[config.mk]
export PLATFORM = sky130hd
export DESIGN_NAME = prc_ctrl_flat
export DESIGN_NICKNAME = d
export VERILOG_FILES = /design/src/design/prc_pkg.sv /design/src/design/prc_if.sv /design/src/design/prc_ctrl.sv /design/src/flat_wrapper.sv
export SDC_FILE = /design/constraint.sdc
export NUM_CORES = 1
export LEC_CHECK = 0
export BUFFER_PORTS_ARGS = -buffer_cell sky130_fd_sc_hd__buf_2
export CORE_MARGIN = 10
export CORE_UTILIZATION = 60
export CTS_BUF_LIST = sky130_fd_sc_hd__clkbuf_4 sky130_fd_sc_hd__clkbuf_8
export DETAILED_ROUTE_END_ITERATION = 7
export PLACE_DENSITY_LB_ADDON = 0.08
export SETUP_SLACK_MARGIN = 0.3
export SKIP_LAST_GASP = 1
export SYNTH_ARGS = -nofsm -noshare
export SYNTH_HDL_FRONTEND = slang
export SYNTH_SLANG_ARGS = --single-unit
export TNS_END_PERCENT = 10
[constraint.sdc]
create_clock -name clk_i -period 20 [get_ports clk_i]
set_clock_uncertainty 0.05 [all_clocks]
set_input_delay 3 -clock clk_i [delete_from_list [all_inputs] [get_ports clk_i]]
set_output_delay 3 -clock clk_i [all_outputs]
set_load 0.01 [all_outputs]
[src/design/prc_pkg.sv]
// Package of the proof rule checker: widths, formula and fact codes, rule numbers
// and the entry and write-port structs. Depends on nothing.
package prc_pkg;

  localparam int unsigned FormulaDepthDef = 4096;
  localparam int unsigned FactDepthDef    = 4096;
  localparam int unsigned IdxW            = 12;
  localparam int unsigned KindW           = 4;
  localparam int unsigned RuleW           = 4;
  localparam int unsigned NextFreeW       = 13;

  typedef logic [IdxW-1:0]  idx_t;
  typedef logic [KindW-1:0] kind_t;
  typedef logic [RuleW-1:0] rule_t;

  // Formula kinds.
  localparam kind_t KEmpty = 4'd0;
  localparam kind_t KInit  = 4'd1;
  localparam kind_t KGoal  = 4'd2;
  localparam kind_t KUnion = 4'd4;
  localparam kind_t KInter = 4'd5;
  localparam kind_t KProg  = 4'd6;
  localparam kind_t KRegr  = 4'd7;
  localparam kind_t KNeg   = 4'd8;
  localparam kind_t KNone  = 4'd15;

  // Rule numbers.
  localparam rule_t RuleD1  = 4'd1;
  localparam rule_t RuleD2  = 4'd2;
  localparam rule_t RuleD3  = 4'd3;
  localparam rule_t RuleD4  = 4'd4;
  localparam rule_t RuleD5  = 4'd5;
  localparam rule_t RuleD6  = 4'd6;
  localparam rule_t RuleD7  = 4'd7;
  localparam rule_t RuleD8  = 4'd8;
  localparam rule_t RuleD9  = 4'd9;
  localparam rule_t RuleD10 = 4'd10;
  localparam rule_t RuleD11 = 4'd11;

  // Item modes.
  localparam logic ModeDefine = 1'b0;
  localparam logic ModeRule   = 1'b1;

  typedef enum logic [1:0] {
    FactNone,
    FactDead,
    FactSubset,
    FactUnsolv
  } fact_kind_e;

  typedef struct packed {
    kind_t kind;
    idx_t  left;
    idx_t  right;
  } fml_t;

  typedef struct packed {
    fact_kind_e kind;
    idx_t       first;
    idx_t       second;
  } fact_t;

  typedef struct packed {
    logic en;
    idx_t idx;
    fml_t data;
  } fml_wr_t;

  typedef struct packed {
    logic  en;
    idx_t  idx;
    fact_t data;
  } fact_wr_t;

endpackage

[src/design/prc_if.sv]
// Handshake interfaces of the proof rule checker: the item channel and the result
// channel. Depends on prc_pkg.
interface prc_item_if;
  import prc_pkg::*;

  logic  valid;
  logic  ready;
  logic  mode;
  idx_t  formula_index;
  kind_t formula_kind;
  idx_t  left_child;
  idx_t  right_child;
  rule_t rule_number;
  idx_t  second_formula;
  idx_t  new_fact_index;
  idx_t  known_first;
  idx_t  known_second;
  idx_t  known_third;

  modport source (
    output valid, mode, formula_index, formula_kind, left_child, right_child,
           rule_number, second_formula, new_fact_index, known_first,
           known_second, known_third,
    input  ready
  );
  modport sink (
    input  valid, mode, formula_index, formula_kind, left_child, right_child,
           rule_number, second_formula, new_fact_index, known_first,
           known_second, known_third,
    output ready
  );
endinterface

interface prc_result_if;
  logic valid;
  logic ready;
  logic accepted;
  logic proven;

  modport source (output valid, accepted, proven, input ready);
  modport sink (input valid, accepted, proven, output ready);
endinterface

[src/design/prc_ctrl.sv]
// Sequencer of the proof rule checker: runs the chain of table reads for a rule,
// evaluates it and writes back formulas and facts. Depends on prc_pkg, prc_if.
module prc_ctrl #(
  parameter int unsigned FORMULA_DEPTH = prc_pkg::FormulaDepthDef,
  parameter int unsigned FACT_DEPTH    = prc_pkg::FactDepthDef
) (
  input  logic                clk_i,
  input  logic                rst_ni,
  prc_item_if.sink            item_i,
  prc_result_if.source        result_o,
  output prc_pkg::idx_t       fml_rd_idx_o,
  input  prc_pkg::fml_t       fml_rd_i,
  output prc_pkg::fml_wr_t    fml_wr_o,
  output prc_pkg::idx_t       fact_rd_idx_o,
  input  prc_pkg::fact_t      fact_rd_i,
  output prc_pkg::fact_wr_t   fact_wr_o,
  input  logic                clear_busy_i
);
  import prc_pkg::*;

  typedef enum logic [3:0] {
    StIdle, StS1, StS2, StS3, StS4, StS5, StS6, StS7, StEval, StFin
  } state_e;

  state_e state_q;
  logic   mode_q;
  idx_t   fi_q, lc_q, rc_q, f2_q, nk_q, k1_q, k2_q, k3_q;
  kind_t  kind_q;
  rule_t  rule_q;
  fml_t   f0_q, g1_q, gu_q, gc_q, g5_q, g6_q;
  fact_t  t1_q, t2_q, t3_q;
  logic   ok_q;
  logic [NextFreeW-1:0] next_free_q;
  logic   proven_q;
  logic   res_valid_q, res_acc_q, res_prv_q;

  logic   item_acc, fin_go, rule_ok, proves;
  idx_t   subj;
  kind_t  cc_op, nt_outer, nt_inner;
  logic   cc_ok, gcd_ok, is_ok, nt_ok;
  fact_t  new_fact;

  assign item_i.ready    = (state_q == StIdle) && !clear_busy_i;
  assign item_acc        = item_i.valid && item_i.ready;
  assign fin_go          = (state_q == StFin) && (!res_valid_q || result_o.ready);
  assign result_o.valid    = res_valid_q;
  assign result_o.accepted = res_acc_q;
  assign result_o.proven   = res_prv_q;

  // Read addresses for each step of the lookup chain.
  always_comb begin
    fml_rd_idx_o  = fi_q;
    fact_rd_idx_o = k1_q;
    case (state_q)
      StS2: begin
        fml_rd_idx_o  = fact_rd_i.first;
        fact_rd_idx_o = k2_q;
      end
      StS3: begin
        fml_rd_idx_o  = t1_q.second;
        fact_rd_idx_o = k3_q;
      end
      StS4: fml_rd_idx_o = fact_rd_i.first;
      StS5: begin
        if (rule_q == RuleD6 || rule_q == RuleD8) begin
          fml_rd_idx_o = fml_rd_i.right;
        end else if (rule_q == RuleD9) begin
          fml_rd_idx_o = t3_q.second;
        end else begin
          fml_rd_idx_o = f0_q.left;
        end
      end
      StS6: fml_rd_idx_o = f2_q;
      default: ;
    endcase
  end

  // Shared sub-checks over the captured lookups.
  always_comb begin
    subj     = (rule_q == RuleD7 || rule_q == RuleD8) ? f0_q.left : fi_q;
    cc_op    = (rule_q == RuleD6 || rule_q == RuleD7) ? KProg : KRegr;
    nt_outer = (rule_q == RuleD10) ? KProg : KRegr;
    nt_inner = (rule_q == RuleD10) ? KRegr : KProg;
    cc_ok  = (t1_q.kind == FactSubset) && (g1_q.kind == cc_op) && (g1_q.left == subj)
             && (gu_q.kind == KUnion) && (gu_q.left == subj)
             && (t2_q.kind == FactDead) && (t2_q.first == gu_q.right);
    gcd_ok = (t3_q.kind == FactDead) && (gc_q.kind == KInter) && (gc_q.left == fi_q)
             && (g5_q.kind == KGoal);
    is_ok  = (t3_q.kind == FactSubset) && (gc_q.kind == KInit);
    nt_ok  = (f0_q.kind == nt_outer) && (g5_q.kind == KNeg) && (g6_q.kind == KNeg)
             && (t1_q.kind == FactSubset) && (g1_q.kind == nt_inner)
             && (g1_q.left == g6_q.left) && (t1_q.second == g5_q.left);
  end

  // Rule decoder.
  always_comb begin
    rule_ok  = 1'b0;
    proves   = 1'b0;
    new_fact = '{kind: FactDead, first: fi_q, second: '0};
    unique case (rule_q) inside
      RuleD1: rule_ok = (f0_q.kind == KEmpty);
      RuleD2: rule_ok = (f0_q.kind == KUnion)
                        && (t1_q.kind == FactDead) && (t1_q.first == f0_q.left)
                        && (t2_q.kind == FactDead) && (t2_q.first == f0_q.right);
      RuleD3: rule_ok = (t1_q.kind == FactSubset) && (t1_q.first == fi_q)
                        && (t2_q.kind == FactDead) && (t2_q.first == t1_q.second);
      RuleD4, RuleD5: begin
        rule_ok  = (t1_q.kind == FactDead)
                   && (g1_q.kind == ((rule_q == RuleD4) ? KInit : KGoal));
        proves   = 1'b1;
        new_fact = '{kind: FactUnsolv, first: '0, second: '0};
      end
      RuleD6: rule_ok = cc_ok && gcd_ok;
      RuleD7: rule_ok = (f0_q.kind == KNeg) && cc_ok && is_ok
                        && (t3_q.second == f0_q.left);
      RuleD8: rule_ok = (f0_q.kind == KNeg) && cc_ok && gcd_ok;
      RuleD9: rule_ok = cc_ok && is_ok && (g5_q.kind == KNeg) && (g5_q.left == fi_q);
      RuleD10, RuleD11: begin
        rule_ok  = nt_ok;
        new_fact = '{kind: FactSubset, first: fi_q, second: f2_q};
      end
      default: rule_ok = 1'b0;
    endcase
  end

  // Write-back at the end of an item.
  always_comb begin
    fml_wr_o  = '{en: fin_go && (mode_q == ModeDefine) && ok_q, idx: fi_q,
                  data: '{kind: kind_q, left: lc_q, right: rc_q}};
    fact_wr_o = '{en: fin_go && (mode_q == ModeRule) && ok_q, idx: nk_q,
                  data: new_fact};
  end

  // State, captured lookups and result register.
  always_ff @(posedge clk_i or negedge rst_ni) begin
    if (!rst_ni) begin
      state_q     <= StIdle;
      next_free_q <= '0;
      proven_q    <= 1'b0;
      res_valid_q <= 1'b0;
      res_acc_q   <= 1'b0;
      res_prv_q   <= 1'b0;
      ok_q        <= 1'b0;
    end else begin
      if (res_valid_q && result_o.ready && !fin_go) begin
        res_valid_q <= 1'b0;
      end
      unique case (state_q)
        StIdle: begin
          if (item_acc) begin
            mode_q <= item_i.mode;
            fi_q   <= item_i.formula_index;
            kind_q <= item_i.formula_kind;
            lc_q   <= item_i.left_child;
            rc_q   <= item_i.right_child;
            rule_q <= item_i.rule_number;
            f2_q   <= item_i.second_formula;
            nk_q   <= item_i.new_fact_index;
            k1_q   <= item_i.known_first;
            k2_q   <= item_i.known_second;
            k3_q   <= item_i.known_third;
            if (item_i.mode == ModeDefine) begin
              ok_q    <= (32'(item_i.formula_index) < 32'(FORMULA_DEPTH));
              state_q <= StFin;
            end else begin
              state_q <= StS1;
            end
          end
        end
        StS1: state_q <= StS2;
        StS2: begin
          f0_q    <= fml_rd_i;
          t1_q    <= fact_rd_i;
          state_q <= StS3;
        end
        StS3: begin
          g1_q    <= fml_rd_i;
          t2_q    <= fact_rd_i;
          state_q <= StS4;
        end
        StS4: begin
          gu_q    <= fml_rd_i;
          t3_q    <= fact_rd_i;
          state_q <= StS5;
        end
        StS5: begin
          gc_q    <= fml_rd_i;
          state_q <= StS6;
        end
        StS6: begin
          g5_q    <= fml_rd_i;
          state_q <= StS7;
        end
        StS7: begin
          g6_q    <= fml_rd_i;
          state_q <= StEval;
        end
        StEval: begin
          ok_q    <= rule_ok && ({1'b0, nk_q} >= next_free_q)
                     && (32'(nk_q) < 32'(FACT_DEPTH));
          state_q <= StFin;
        end
        StFin: begin
          if (fin_go) begin
            res_valid_q <= 1'b1;
            res_acc_q   <= ok_q;
            res_prv_q   <= proven_q || ((mode_q == ModeRule) && ok_q && proves);
            if ((mode_q == ModeRule) && ok_q) begin
              next_free_q <= {1'b0, nk_q} + 1'b1;
              if (proves) begin
                proven_q <= 1'b1;
              end
            end
            state_q <= StIdle;
          end
        end
        default: state_q <= StIdle;
      endcase
    end
  end

endmodule

[src/flat_wrapper.sv]
// flat-port wrapper written by rule: the top's interface ports become plain ports
module prc_ctrl_flat import prc_pkg::*;
#(
  parameter int unsigned FORMULA_DEPTH = prc_pkg::FormulaDepthDef,
  parameter int unsigned FACT_DEPTH    = prc_pkg::FactDepthDef
)
  (clk_i, rst_ni, fml_rd_idx_o, fml_rd_i, fml_wr_o, fact_rd_idx_o, fact_rd_i, fact_wr_o, clear_busy_i, item_i_valid, item_i_mode, item_i_formula_index, item_i_formula_kind, item_i_left_child, item_i_right_child, item_i_rule_number, item_i_second_formula, item_i_new_fact_index, item_i_known_first, item_i_known_second, item_i_known_third, item_i_ready, result_o_valid, result_o_accepted, result_o_proven, result_o_ready);
  prc_item_if item_i_i ();
  prc_result_if result_o_i ();
  input  logic clk_i;
  input  logic rst_ni;
  output prc_pkg::idx_t fml_rd_idx_o;
  input  prc_pkg::fml_t fml_rd_i;
  output prc_pkg::fml_wr_t fml_wr_o;
  output prc_pkg::idx_t fact_rd_idx_o;
  input  prc_pkg::fact_t fact_rd_i;
  output prc_pkg::fact_wr_t fact_wr_o;
  input  logic clear_busy_i;
  input wire logic [$bits(item_i_i.valid)-1:0] item_i_valid;
  input wire logic [$bits(item_i_i.mode)-1:0] item_i_mode;
  input wire logic [$bits(item_i_i.formula_index)-1:0] item_i_formula_index;
  input wire logic [$bits(item_i_i.formula_kind)-1:0] item_i_formula_kind;
  input wire logic [$bits(item_i_i.left_child)-1:0] item_i_left_child;
  input wire logic [$bits(item_i_i.right_child)-1:0] item_i_right_child;
  input wire logic [$bits(item_i_i.rule_number)-1:0] item_i_rule_number;
  input wire logic [$bits(item_i_i.second_formula)-1:0] item_i_second_formula;
  input wire logic [$bits(item_i_i.new_fact_index)-1:0] item_i_new_fact_index;
  input wire logic [$bits(item_i_i.known_first)-1:0] item_i_known_first;
  input wire logic [$bits(item_i_i.known_second)-1:0] item_i_known_second;
  input wire logic [$bits(item_i_i.known_third)-1:0] item_i_known_third;
  output wire logic [$bits(item_i_i.ready)-1:0] item_i_ready;
  output wire logic [$bits(result_o_i.valid)-1:0] result_o_valid;
  output wire logic [$bits(result_o_i.accepted)-1:0] result_o_accepted;
  output wire logic [$bits(result_o_i.proven)-1:0] result_o_proven;
  input wire logic [$bits(result_o_i.ready)-1:0] result_o_ready;
  assign item_i_i.valid = item_i_valid;
  assign item_i_i.mode = item_i_mode;
  assign item_i_i.formula_index = item_i_formula_index;
  assign item_i_i.formula_kind = item_i_formula_kind;
  assign item_i_i.left_child = item_i_left_child;
  assign item_i_i.right_child = item_i_right_child;
  assign item_i_i.rule_number = item_i_rule_number;
  assign item_i_i.second_formula = item_i_second_formula;
  assign item_i_i.new_fact_index = item_i_new_fact_index;
  assign item_i_i.known_first = item_i_known_first;
  assign item_i_i.known_second = item_i_known_second;
  assign item_i_i.known_third = item_i_known_third;
  assign item_i_ready = item_i_i.ready;
  assign result_o_valid = result_o_i.valid;
  assign result_o_accepted = result_o_i.accepted;
  assign result_o_proven = result_o_i.proven;
  assign result_o_i.ready = result_o_ready;
  prc_ctrl #(.FORMULA_DEPTH(FORMULA_DEPTH), .FACT_DEPTH(FACT_DEPTH)) u_core (.clk_i(clk_i), .rst_ni(rst_ni), .item_i(item_i_i), .result_o(result_o_i), .fml_rd_idx_o(fml_rd_idx_o), .fml_rd_i(fml_rd_i), .fml_wr_o(fml_wr_o), .fact_rd_idx_o(fact_rd_idx_o), .fact_rd_i(fact_rd_i), .fact_wr_o(fact_wr_o), .clear_busy_i(clear_busy_i));
endmodule
==> run_results.csv <==
group,metric,value,unit
critical_path,critPathKind,"in -> out",
sta,whs,433,ps
pwr,seqPwrFrac,0.481,
layout,drive_above_1_share,0.291,
critical_path,r2r-start,"u_core.rule_q[0]$_DFFE_PP_",
sta,slew_violations,0,
critical_path,cp_max_fo,27,
sta,tns,0,ps
grt,overflow,0,
min_path,holdPathStages,1,
yosys,synth_top_area_share,0.641,
placed_design,dp.cells,1446,
layout,area_growth,19.8,%
yosys,ys_seq_area_frac,0.683,
route,avgViaCountPerCell,5.84,
grt,antenna_found_initial,6,
pwr,p_int,1.20,mW
clock_tree,post_cts_buffers,0,
pwr,switching_power,0.537,mW
route,finalWirelength,37500,µm
floorplanning,die_w,168,µm
layout,fin_cells,1535,
critical_path,crit_chain,"buf_2, nor2b_1, nor2_1, nand3_1, buf_4, inv_1, buf_2",
clock_tree,cts_resized,0,
pwr,clockPowerShare,0.298,
sta,slew_headroom,0.375,
route,vias,8958,
clock_tree,htreeDepth,2,
yosys,synth_area_leaders,"edfxtp_1 (64%), xor2_1 (6.6%), dfrtp_1 (4.2%)",
critical_path,startpoint,"result_o_ready",
clock_tree,cts_buffers,48,
pwr,ir_worst_vdd,0.0923,mV
yosys,yosysWarnings,0,
clock_tree,cts_tree,"done",
critical_path,timing.critical_path.mode_cell,"buf_2",
grt,grt_max_degree,73,
yosys,yosysTopAreaCell,"edfxtp_1",
pwr,swShare,0.308,
grt,grt_pass1_wl,55300,µm
route,wl_per_cell,24.4,µm
yosys,async_flop_share,0.0731,
yosys,syn_nets,1108,
layout,postLayoutCellArea,15700,µm²
clock_tree,clock_latency,590,ps
sta,worstMarginPinSlew,937,ps
placed_design,io_buffers,271,
job,max_cap_violations,0,
critical_path,cp-end-kind,"primary output",
route,route.detailed.drc,0,
critical_path,worstRegToRegCells,7,
floorplanning,core_area,21200,µm²
route,dr.pass1.iters,5,
sta,min_period,7080,ps
clock_tree,cts_buffer_depth,3,
yosys,yosysUniqueCellTypes,63,
route,antenna_left,0,
yosys,syn_area,13100,µm²
sta,setup_violations,0,
critical_path,rr_endpoint,"u_core.ok_q$_DFFE_PN0P_",
yosys,ys_ff_latch,301,
yosys,synth_ff_type,"edfxtp_1",
yosys,synth_edf_count,279,
layout,fillers,1439,
layout,layout.nets,1398,
critical_path,critPathMaxStageDelay,270,ps
clock_tree,root_buffer,"clkbuf_8",
critical_path,critPathLaunchType,"input port",
pwr,power,1.74,mW
clock_tree,postCtsHoldBufs,0,
sta,final_hold_viol_count,0,
pwr,power_frac_comb,0.221,
floorplanning,die_area,28100,µm²
grt,grt_pass1_vias,9038,
critical_path,r2r_setup_slack,16530,ps
floorplanning,io_pins,272,
sta,rsz0062_at_grt,"false",
outcome,outcome,"completed",
clock_tree,cts_sinks,301,
pwr,leakage,5.99,nW
floorplanning,rows,53,
yosys,synth.avg_cell_area,14.0,µm²
floorplanning,start_util,0.616,
critical_path,crit_arrival,4030,ps
clock_tree,cts.clk_slew.worst_paths,60,ps
pwr,p_per_area,111,nW/µm²
route,drt_iter0_markers,1029,
floorplanning,dieHeight,168,µm
critical_path,crit_required,16950,ps
grt,grt_use_total,0.257,
sta,finalCritPeriodShare,0.354,
sta,timing.fmax,141,MHz
min_path,min_to,"u_core.proven_q$_DFFE_PN0P_",
placed_design,gp_congestion,0.951,
min_path,worstHoldStart,"u_core.proven_q$_DFFE_PN0P_",
min_path,holdCritPathClass,"reg -> reg",
placed_design,dpl_cell_area,14700,µm²
placed_design,dp_hpwl,27400,µm
critical_path,crit_slowest_cell,"buf_4",
yosys,syn_inst,931,
## flip-flops by register name, indices dropped and copies added (netlist names), 12 cells and up
register            flops
u_core.f0_q            28
u_core.f2_q            12
u_core.fi_q            12
u_core.g1_q            16
u_core.g5_q            16
u_core.g6_q            16
u_core.gc_q            16
u_core.gu_q            28
u_core.k1_q            12
u_core.k2_q            12
u_core.k3_q            12
u_core.lc_q            12
u_core.next_free_q     13
u_core.nk_q            12
u_core.rc_q            12
u_core.t1_q            26
u_core.t2_q            14
u_core.t3_q            14
## synth_stat cells, types with 3 or more instances
cell,number
a21oi_1,36
a22oi_1,25
and2_1,25
and3_1,9
clkbuf_1,38
dfrtp_1,22
edfxtp_1,279
ha_1,13
inv_1,26
mux2i_1,27
nand2_1,44
nand2b_1,3
nand3_1,32
nand4_1,16
nand4b_1,3
nor2_1,47
nor2b_1,7
nor3_1,14
nor3b_1,5
nor4_1,31
nor4b_1,5
o21ai_0,25
o22ai_1,5
or3_1,4
xnor2_1,44
xor2_1,99
## layer usage
| layer | global-route usage | up-vias | share of wire |
|---|---|---|---|
| li1 | - | 4065 | - |
| met1 | 0.315 | 4260 | 0.37 |
| met2 | 0.416 | 533 | 0.48 |
| met3 | 0.0873 | 94 | 0.11 |
| met4 | 0.0935 | 6 | 0.032 |
| met5 | 0 | - | 0.00096 |
## layout by cell type, fill, tap and decap left out, types with 15 or more instances in the layout
cell      Yosys  routed
nand3_1      32      32
clkbuf_8      0      50
edfxtp_1    279     279
xor2_1       99      99
nand4_1      16      16
clkinv_1      0      15
inv_1        26      26
nand2_1      44      44
o21ai_0      25      25
a21oi_1      36      36
mux2i_1      27      27
xnor2_1      44      44
nor4_1       31      30
dfrtp_1      22      22
and2_1       25      25
nor2_1       47      47
buf_2         2     271
a22oi_1      25      25
## critical path: cells and delay by family
family,cells,cell delay (ps)
buffers and inverters,4,640
and+or+nand+nor,3,390
## cell type report
class / instances / area [µm²] / area share
Clock buffer: 62 / 778 / 0.0497
Multi-Input combinational cell: 561 / 3900 / 0.249
Clock inverter: 23 / 158 / 0.0101
Tap cell: 275 / 344 / 0.0220
Inverter: 26 / 97.6 / 0.00623
Sequential cell: 301 / 8930 / 0.570
Timing Repair Buffer: 283 / 1450 / 0.0924
Antenna cell: 4 / 10.0 / 0.000639
## cells by family after synthesis
kind of cell / after synthesis / share of synthesized area
adder cells (fa/ha/maj): 13 / 0.0124
AND/OR/NAND/NOR: 260 / 0.109
buffers and inverters: 69 / 0.0206
XOR/XNOR: 143 / 0.0958
AO/OA/AOI/OAI: 115 / 0.0564
flip-flops: 301 / 0.683
multiplexers: 30 / 0.0232
## stage by stage
step	utilization	setup WS, ps
after floorplan	-	5960
after detailed placement	0.693	12910
after CTS	0.738	12910
final	0.738	12920
after global placement	0.693	12960
after global routing	0.738	12770
## worst max-delay path by stage
stage / to / cells after the start
3_3_place_gp: fact_wr_o[38] / 7
3_5_place_dp: fact_wr_o[38] / 7
2_1_floorplan: u_core.f2_q[0]$_DFFE_PP_ / 3
4_1_cts: fact_wr_o[38] / 7
5_1_grt: fact_wr_o[38] / 7
6_report: fact_wr_o[38] / 7
## power groups by stage
stage	sequential (mW)	clock, mW	combinational, mW
after floorplan	0.829	0	0.242
after global placement	0.845	0	0.378
after detailed placement	0.847	0	0.383
after CTS	0.835	0.523	0.386
after global routing	0.843	0.553	0.421
final	0.837	0.518	0.385
Note: power is estimated with default switching activity, not from simulation.
